[src/design/lhr_pkg.sv]
package lhr_pkg;

    // Fixed field widths of the command and result words
    localparam int CMD_W  = 2;
    localparam int LINE_W = 32;
    localparam int STEP_W = 8;

    typedef logic [CMD_W-1:0] t_cmd;

    // Command codes
    localparam t_cmd CMD_COMMIT = 2'd0;
    localparam t_cmd CMD_CLEAR  = 2'd1;
    localparam t_cmd CMD_SELECT = 2'd2;

endpackage

[src/design/lhr_ram.sv]
// Simple dual-port RAM: one write port, one read port, registered read data.
// A read and a write to the same address in one cycle return the old data.
module lhr_ram #(
    parameter int DEPTH = 64,
    parameter int WIDTH = 32,
    parameter int AW    = 6
) (
    input  logic             i_clk,
    input  logic             i_we,
    input  logic [AW-1:0]    i_waddr,
    input  logic [WIDTH-1:0] i_wdata,
    input  logic             i_re,
    input  logic [AW-1:0]    i_raddr,
    output logic [WIDTH-1:0] o_rdata
);

    logic [WIDTH-1:0] r_mem [DEPTH];
    logic [WIDTH-1:0] r_rdata;

    // write port
    always_ff @(posedge i_clk) begin
        if (i_we) begin
            r_mem[i_waddr] <= i_wdata;
        end
    end

    // read port
    always_ff @(posedge i_clk) begin
        if (i_re) begin
            r_rdata <= r_mem[i_raddr];
        end
    end

    assign o_rdata = r_rdata;

endmodule

[src/design/line_history_ring.sv]
// Command-line history ring. One command word is taken in every clock cycle
// (busy stays low); its result word appears with o_valid high for exactly one
// cycle, the cycle after the command was taken, because the handle comes out
// of a RAM with registered read data. The receiver cannot stall, so it
// must capture o_ok and o_entry_handle whenever o_valid is high. Slot
// occupancy is tracked by the write index and a wrap flag rather than a valid
// bit per slot, so the ring is usable right after reset with no clearing pass.
// Commit and clear always return ok with a zero handle; select returns ok and
// the stored handle, or not ok and zero; an unused command code returns not ok.
module line_history_ring #(
    parameter int DEPTH       = 64,
    parameter int HANDLE_BITS = 32
) (
    input  logic                        i_clk,
    input  logic                        i_rst_n,
    input  logic                        start,
    output logic                        busy,
    input  logic [lhr_pkg::CMD_W-1:0]   i_command,
    input  logic [lhr_pkg::LINE_W-1:0]  i_line_handle,
    input  logic [lhr_pkg::STEP_W-1:0]  i_step,
    output logic                        o_valid,
    output logic                        o_ok,
    output logic [lhr_pkg::LINE_W-1:0]  o_entry_handle
);

    localparam int IW = $clog2(DEPTH);
    localparam int TW = ((IW > lhr_pkg::STEP_W) ? IW : lhr_pkg::STEP_W) + 2;
    localparam logic [IW-1:0] LAST_IDX = IW'(DEPTH - 1);
    localparam logic [IW:0]   DEPTH_X  = (IW + 1)'(DEPTH);
    localparam logic [TW-1:0] DEPTH_T  = TW'(DEPTH);

    // control state
    logic [IW-1:0] r_wi,      n_wi;
    logic [IW-1:0] r_cursor,  n_cursor;
    logic          r_wrapped, n_wrapped;
    logic          r_saved,   n_saved;
    // result stage
    logic                   r_valid, r_ok, r_hit, r_fwd;
    logic [HANDLE_BITS-1:0] r_fwd_data;

    logic                   accept;
    logic                   is_commit, is_clear, is_select, save;
    logic [TW-1:0]          target;
    logic                   in_range;
    logic [IW-1:0]          tgt;
    logic [IW:0]            diff, slot_x;
    logic [IW-1:0]          slot;
    logic                   slot_valid, hit, we;
    logic [HANDLE_BITS+lhr_pkg::LINE_W-1:0] w_wide;
    logic [HANDLE_BITS-1:0] wdata, rdata, sel_data;
    logic [HANDLE_BITS+lhr_pkg::LINE_W-1:0] o_wide;

    // never stalls: every command finishes its state update at acceptance
    assign busy   = 1'b0;
    assign accept = start & ~busy;

    assign is_commit = accept && (i_command == lhr_pkg::CMD_COMMIT);
    assign is_clear  = accept && (i_command == lhr_pkg::CMD_CLEAR);
    assign is_select = accept && (i_command == lhr_pkg::CMD_SELECT);
    // select with cursor at home saves the current line first
    assign save      = is_select && (r_cursor == '0);

    // target = cursor + step, range check
    assign target   = {{(TW - IW){1'b0}}, r_cursor}
                    + {{(TW - lhr_pkg::STEP_W){i_step[lhr_pkg::STEP_W-1]}}, i_step};
    assign in_range = !target[TW-1] && (target < DEPTH_T);
    assign tgt      = target[IW-1:0];

    // slot = (write index - target) mod DEPTH
    assign diff   = {1'b0, r_wi} - {1'b0, tgt};
    assign slot_x = diff[IW] ? (diff + DEPTH_X) : diff;
    assign slot   = slot_x[IW-1:0];

    // occupancy: everything once wrapped, else below write index, plus
    // the write slot itself when a save has landed there
    assign slot_valid = r_wrapped || (slot < r_wi)
                     || ((slot == r_wi) && (r_saved || save));
    assign hit        = is_select && in_range && slot_valid;

    // handle kept to HANDLE_BITS
    assign w_wide = {{HANDLE_BITS{1'b0}}, i_line_handle};
    assign wdata  = w_wide[HANDLE_BITS-1:0];
    assign we     = is_commit || save;

    // next state
    always_comb begin
        n_wi      = r_wi;
        n_cursor  = r_cursor;
        n_wrapped = r_wrapped;
        n_saved   = r_saved;
        if (is_commit) begin
            n_cursor = '0;
            n_saved  = 1'b0;
            if (r_wi == LAST_IDX) begin
                n_wi      = '0;
                n_wrapped = 1'b1;
            end else begin
                n_wi = r_wi + 1'b1;
            end
        end else if (is_clear) begin
            n_cursor = '0;
        end else if (is_select) begin
            if (save) begin
                n_saved = 1'b1;
            end
            if (hit) begin
                n_cursor = tgt;
            end
        end
    end

    always_ff @(posedge i_clk) begin
        if (!i_rst_n) begin
            r_wi      <= '0;
            r_cursor  <= '0;
            r_wrapped <= 1'b0;
            r_saved   <= 1'b0;
            r_valid   <= 1'b0;
            r_ok      <= 1'b0;
            r_hit     <= 1'b0;
            r_fwd     <= 1'b0;
        end else begin
            r_wi      <= n_wi;
            r_cursor  <= n_cursor;
            r_wrapped <= n_wrapped;
            r_saved   <= n_saved;
            r_valid   <= accept;
            r_ok      <= is_commit || is_clear || hit;
            r_hit     <= hit;
            // read of the slot written in the same cycle: take the new word
            r_fwd     <= hit && save && (slot == r_wi);
        end
    end

    // forwarded write data, payload only
    always_ff @(posedge i_clk) begin
        r_fwd_data <= wdata;
    end

    lhr_ram #(
        .DEPTH (DEPTH),
        .WIDTH (HANDLE_BITS),
        .AW    (IW)
    ) u_ram (
        .i_clk   (i_clk),
        .i_we    (we),
        .i_waddr (r_wi),
        .i_wdata (wdata),
        .i_re    (hit),
        .i_raddr (slot),
        .o_rdata (rdata)
    );

    // result word
    assign sel_data       = r_fwd ? r_fwd_data : rdata;
    assign o_wide         = r_hit ? {{lhr_pkg::LINE_W{1'b0}}, sel_data} : '0;
    assign o_valid        = r_valid;
    assign o_ok           = r_ok;
    assign o_entry_handle = o_wide[lhr_pkg::LINE_W-1:0];

endmodule

[config.mk]
export PLATFORM = sky130hd
export DESIGN_NAME = line_history_ring
export DESIGN_NICKNAME = d
export VERILOG_FILES = /design/src/design/lhr_pkg.sv /design/src/design/lhr_ram.sv /design/src/design/line_history_ring.sv
export SDC_FILE = /design/constraint.sdc
export NUM_CORES = 2
export LEC_CHECK = 0
export BUFFER_PORTS_ARGS = -buffer_cell sky130_fd_sc_hd__buf_4
export CAP_MARGIN = 20
export CORE_MARGIN = 2
export CORE_UTILIZATION = 60
export CTS_BUF_LIST = sky130_fd_sc_hd__clkbuf_4 sky130_fd_sc_hd__clkbuf_8 sky130_fd_sc_hd__clkbuf_16
export DETAILED_ROUTE_END_ITERATION = 10
export PLACE_DENSITY = 0.76
export SYNTH_ARGS = -nofsm -noshare
export SYNTH_HDL_FRONTEND = slang
export SYNTH_SLANG_ARGS = --single-unit
[constraint.sdc]
create_clock -name i_clk -period 7.4 [get_ports i_clk]
set_input_delay 1.48 -clock i_clk [delete_from_list [all_inputs] [get_ports i_clk]]
set_output_delay 1.48 -clock i_clk [all_outputs]
set_load 0.005 [all_outputs]
**Word level (Yosys, flattened, before mapping)**

Memory sizes are Yosys's and may differ from the RTL's. A register that Yosys moved wholly into a read port is not among the register bits.
Index checks and enable logic that the tools add are counted.

- Word-level logic and storage cells: 52
- Bits in read-only memories: 0
- Memories: 1
- Register bits after elaboration: 50
- Bits in latches: 0
- Output and inout port bits: 35
- RAM bits: 2,048
- Bits of input ports: 45

Memory list:

| memory | depth | bits a word | rd ports | clocked after Yosys merged registers in | wr ports | RTL line | text |
|---|---|---|---|---|---|---|---|
| u_ram.r_mem | 64 | 32 | 1 | 1 | 1 | lhr_ram.sv:17 | `logic [WIDTH-1:0] r_mem [DEPTH];` |

- Add/subtract/negate cells: 4
- Shift-type cells: 0
- Muxes and demuxes: 6
- Magnitude comparators: 2
- Reduce and logical (&&, ||, !) cells: 24
- Bitwise operators: 2
- Equality and inequality tests: 4
- Div/mod/pow operators: 0
- $mul: 0

Operator list:

| cell | number |
|---|---|
| two-way mux 32 bit | 2 |
| adder 6 x 1 -> 6 bit (second input constant) | 2 |
| two-way mux 6 bit | 2 |
| logical AND 1 bit | 10 |
| < comparator 10 x 7 -> 1 bit (second input constant) | 1 |
| adder 7 x 8 -> 9 bit | 1 |
| subtractor 6 x 6 -> 7 bit | 1 |
| == test 6 bit | 1 |
| == test 6 bit (second input constant) | 1 |
| logical NOT 6 bit | 1 |
| logical OR 1 bit | 6 |
| < comparator 6 bit | 1 |
| AND reduction 2 bit | 2 |
| AND reduction 3 bit | 1 |
| OR reduction 3 bit | 1 |
| == test 2 x 1 -> 1 bit (second input constant) | 1 |
| == test 2 bit (second input constant) | 1 |
| logical NOT 2 bit | 1 |
| two-way mux 1 bit | 2 |
| inverter 1 bit | 2 |
| OR reduction 2 bit | 1 |
| logical NOT 1 bit | 1 |

**Longest topological paths before layout**

- Depth in word-level cells: 10
- Depth in mapped cells: 21

**Modules after synthesis**

Synthesis repeated with hierarchy kept, for this count alone.

- Cell total of the unflattened synthesis: 3,583
- Area, all modules: 81,393.1 um^2

By module, submodules not included:

| module | cells each | seq. area each (um^2) | instances | area an instance (um^2) |
|---|---|---|---|---|
| lhr_ram | 3,324 | 62,459.9 | 1 | 78,835.6 |
| line_history_ring | 259 | 1,001.0 | 1 | 2,557.5 |

**Worst setup path after synthesis**

No wires, ideal clock.

- Kind: input-to-reg
- Start: in i_step[0] in the netlist's numbering
- End: reg r_cursor[0]
- Data arrival time: 5.571 ns
- Cell stages on the path: 21
- Path slack: 1.711 ns
- Data required time: 7.281 ns
- Path buffers: 4
- Cell sequence: ha_1 > fa_1 > xnor2_1 > ha_1 > a21oi_1 > nand2_1 > xnor2_1 > xor2_2 > inv_2 > buf_2 > buf_2 > clkbuf_1 > ha_1 > a21oi_1 > a21boi_0 > o21ai_0 > a211oi_1 > a2111oi_2 > buf_4 > mux2i_1 > nor2_1

- Cells in the longest elaborated chain, start to end: 9
- Elaborated cells between the ends (all ways): 15

RTL lines:

| element | RTL line | text |
|---|---|---|
| start: declaration | line_history_ring.sv:20 | `input logic [lhr_pkg::STEP_W-1:0] i_step,` |
| adder 7 x 8 -> 9 bit * | line_history_ring.sv:65 | `+ {{(TW - lhr_pkg::STEP_W){i_step[lhr_pkg::STEP_W-1]}}, i_step};` |
| subtractor 6 x 6 -> 7 bit | line_history_ring.sv:70 | `assign diff = {1'b0, r_wi} - {1'b0, tgt};` |
| adder 6 x 1 -> 6 bit | line_history_ring.sv:71 | `assign slot_x = diff[IW] ? (diff + DEPTH_X) : diff;` |
| two-way mux 6 bit | line_history_ring.sv:71 |  |
| < comparator 6 bit / == test 6 bit (equally long branches) | line_history_ring.sv:76, line_history_ring.sv:77 |  |
| logical OR 1 bit / logical AND 1 bit (equally long branches) | line_history_ring.sv:76, line_history_ring.sv:77 |  |
| logical OR 1 bit | line_history_ring.sv:77 | `\|\| ((slot == r_wi) && (r_saved \|\| save));` |
| logical AND 1 bit * | line_history_ring.sv:78 | `assign hit = is_select && in_range && slot_valid;` |
| named net hit | line_history_ring.sv:48 | `logic slot_valid, hit, we;` |
| AND reduction 2 bit (no line) * | - |  |
| end signal: assignment | line_history_ring.sv:124 | `r_cursor <= n_cursor;` |
| end: declaration | line_history_ring.sv:34 | `logic [IW-1:0] r_cursor, n_cursor;` |

Mark *: on every way through the listed nets, which the timed path passes. The rest lies on a longest branch.
A chain may end at the register's enable or synchronous reset.

**Final worst setup path**

- Start: in i_step[0] in the netlist's numbering
- End: reg u_ram.r_rdata[17] (netlist: u_ram.o_rdata[17]) (read register of u_ram.r_mem), data pin

- Cells in the longest elaborated chain, start to end: 8
- Elaborated cells between the ends (all ways): 14

RTL lines:

| element | RTL line | text |
|---|---|---|
| adder 7 x 8 -> 9 bit * | line_history_ring.sv:65 |  |
| subtractor 6 x 6 -> 7 bit | line_history_ring.sv:70 |  |
| adder 6 x 1 -> 6 bit | line_history_ring.sv:71 |  |
| two-way mux 6 bit | line_history_ring.sv:71 |  |
| < comparator 6 bit / == test 6 bit (equally long branches) | line_history_ring.sv:76, line_history_ring.sv:77 |  |
| logical OR 1 bit / logical AND 1 bit (equally long branches) | line_history_ring.sv:76, line_history_ring.sv:77 |  |
| logical OR 1 bit | line_history_ring.sv:77 |  |
| logical AND 1 bit | line_history_ring.sv:78 |  |
| end: declaration | lhr_ram.sv:18 | `logic [WIDTH-1:0] r_rdata;` |

Every way passes the cells marked *; elsewhere a longest branch is shown, timed or not.

==> impl_results.md <==
- Via-to-Cell Ratio: 6.73
- Slew Limit Fails: 0
- R2r startpoint: r_cursor[0]
- Area growth from synthesis to final layout: 11.9%
- Hold Vio Cnt, Final: 0
- Htree depth: 4
- Tcrit/Tclk final: 73.4%
- Hold WC Path Type: flop to flop
- TritonCTS buffer count: 193
- FF+latch count, synth: 2,130
- Post-Place Cells: 5,618
- Crit Reg-Reg Endpoint: u_ram.o_rdata[17]
- Chip Width: 374 um
- YS warnings: 0
- Initial antenna violation count: 7
- Startpoint types: primary input
- Remaining global-route overflow: 0
- Internal reg-to-reg setup slack: 2.41 ns
- Final ANT Viol Nets: 0
- Post-synth EDFFs: 2,080
- Pin slew with the least headroom to its limit: 1.14 ns
- Leakage power: 29.3 nW
- Hold path startpoint: r_wrapped
- DR vias: 40,300
- Number of global-route vias before repair: 40,600
- Min cycle time layout: 5.43 ns
- Root buf cell: clkbuf_16
- Required time of the critical path: 8.09 ns
- Worst-Skew Late Latency: 0.83 ns
- Final TNS setup: 0 ns
- Syn nets: 3,917
- Post-synthesis sequential area ratio: 77.3%
- Setup bufs post-CTS: 0
- Fillers: 8,079
- DRC Markers: 0
- Final Net Count: 4,097
- Routed wire per std cell: 31.7 um
- Async SR Flop Fraction: 0%
- Synth unique cells: 57
- Nature of the critical path endpoint: flop
- Core area: 136,000 sq um
- First-pass GRT wire length: 277,000 um
- CTS sink cnt: 2,130
- Largest net degree at the start of global routing: 140
- Finished Core Util: 67.8%
- Die height: 374 um
- Row Count: 135
- Setup Crit Path Kind: primary input to flop
- Peak supply drop: 0.000226 V
- I/O pins: 80
- Rel. slew slack: 24.0%
- F_max: 184 MHz
- RSZ-0062 raised after global routing: no
- PD cells: 276 nW/um^2
- Final Setup Violations: 0
- Arrival @ worst endpoint: 6.12 ns
- Total Wirelength: 190,000 um
- Initial Utilization: 60.6%
- Final Wtd Congestion: 0.872
- Post-route insts no fill: 5,985
- Share of cells above drive strength 1: 27.1%
- Initial DRC count: 5,432
- TritonCTS clock tree: yes
- Hold_buf cts: 0
- Clock edge transition at the registers on the reported setup and hold paths: 0.06 ns
- Post-CTS resize count: 0
- CP max FO: 56
- Worst Reg-to-Reg Cells: 14
- Top FF cell, synth: edfxtp_1
- Status: finished clean
- Mapped Cells: 3,853
- Port Buf Inserts: 78
- Hold Path End: r_wrapped
- Die area: 140,000 sq um
- Worst hold path cell count: 1
- Synthesized area: 82,100 sq um
- GRT Util Overall: 27.5%
- Drt pass-1 iters: 6
- Syn_area_per_cell: 21.3 sq um
- Clock Path Buffers: 3
- Max-Cap Viols: 0
- Post-DP HPWL: 102,000 um
- Clock Skews: 0.0192 ns
[cell type report]
type	count	area, sq um	area share (%)
diodes	5	12.5	0.0136
clock buffers	257	5440	5.91
clock inverters	104	820	0.892
inverters	15	63.8	0.0694
multi-input cells	1494	18200	19.8
flip-flops and latches	2130	63500	69.0
well taps	1781	2230	2.42
repair buffers	199	1740	1.89
[power breakdown]
| part | switching, mW | internal (mW) | total, mW |
|---|---|---|---|
| sequential | 0.00921 | 13.3 | 13.3 |
| clock | 4.26 | 5.52 | 9.78 |
| combinational | 1.34 | 0.971 | 2.31 |
[registers in the layout (all words and copies together) (netlist names)]
name / count
o_valid: 1
r_fwd_data: 32
r_fwd: 1
u_ram.o_rdata: 32
r_cursor: 6
r_saved: 1
o_ok: 1
r_wrapped: 1
r_wi: 6
u_ram.r_mem: 2048
r_hit: 1
[per-layer routing]
metal	global-route usage, %	vias to the layer above	wire (um)
met5	0	-	21
met4	8.61	4	5430
met3	5.88	365	20200
met2	44.0	2512	93800
met1	38.5	21100	70500
li1	-	16300	-
[metrics by stage]
| step | hold slack [ns] | area [sq um] | setup WS (ns) | power (mW) |
|---|---|---|---|---|
| 4_1_cts | 0.487 | 91900 | 2.06 | 25.5 |
| 5_1_grt | 0.519 | 91900 | 1.80 | 26.0 |
| 3_3_place_gp | 0.460 | 85600 | 1.30 | 15.8 |
| 2_1_floorplan | 0.442 | 82100 | 1.71 | 15.0 |
| 3_5_place_dp | 0.471 | 85600 | 1.25 | 15.8 |
| 6_report | 0.491 | 91900 | 1.97 | 25.4 |
[cells in the mapped netlist, types with 17 or more instances]
| cell type | count | area share [%] |
|---|---|---|
| edfxtp_1 | 2080 | 76 |
| mux4_2 | 512 | 14 |
| nand2_1 | 337 | 1.5 |
| clkbuf_1 | 104 | 0.48 |
| mux2i_1 | 101 | 1.2 |
| and3_1 | 98 | 0.75 |
| nor2_1 | 86 | 0.39 |
| buf_2 | 85 | 0.52 |
| a31oi_1 | 65 | 0.50 |
| dfxtp_1 | 50 | 1.2 |
| and2_1 | 38 | 0.29 |
| nor2b_1 | 36 | 0.27 |
| a211oi_1 | 34 | 0.31 |
| a221o_1 | 32 | 0.39 |
| mux2_2 | 32 | 0.44 |
| o32ai_1 | 32 | 0.34 |
| ha_1 | 17 | 0.26 |
[kinds of logic (layout without fill, tap and decap cells)]
group                    after synthesis  after routing  share of synthesized area, %
flip-flops                          2130           2130                          77.3
multiplexers                         645            645                          15.7
AND/OR/NAND/NOR                      624            624                          3.47
buffers and inverters                229            575                          1.28
AO/OA/AOI/OAI                        189            189                          1.76
adder cells (fa/ha/maj)               20             20                         0.321
XOR/XNOR                              15             15                         0.192
other                                  1              6                       0.00457
[worst max-delay path: stages]
cell and delay [ns]:
buf_4 0.11, ha_1 0.22, fa_1 0.42, xnor2_1 0.26, ha_1 0.33, a21oi_1 0.17, nand2_1 0.12, xnor2_1 0.36
xor2_4 0.40, buf_4 0.62, buf_4 0.67, nand2_1 0.15, and3_1 0.23, a31oi_1 0.31, a221o_1 0.21
[cells in the final DEF (no fill, tap or decap), types with 19 or more instances in the layout]
cell type and n:
a211oi_1 34, a221o_1 32, a31oi_1 65, and2_1 38
and3_1 98, buf_12 19, buf_4 179, clkbuf_16 197
clkbuf_4 51, clkinv_1 49, clkinv_2 26, dfxtp_1 49
edfxtp_1 2080, mux2_2 32, mux2i_1 101, mux4_2 512
nand2_1 337, nor2_1 21, nor2_4 65, nor2b_1 35
o32ai_1 32
[how the worst max path moves through the flow]
stage,startpoint,to,slack [ns],cells after the start
finish,i_step[0],u_ram.o_rdata[17],1.97,15
global route,i_step[0],r_cursor[5],1.80,19
CTS,i_step[0],u_ram.o_rdata[17],2.06,15
detailed placement,i_step[0],r_cursor[5],1.25,19
global placement,i_step[0],r_cursor[1],1.30,19
floorplan,i_step[0],r_cursor[0],1.71,21
Note: power is estimated with default switching activity, not from simulation.
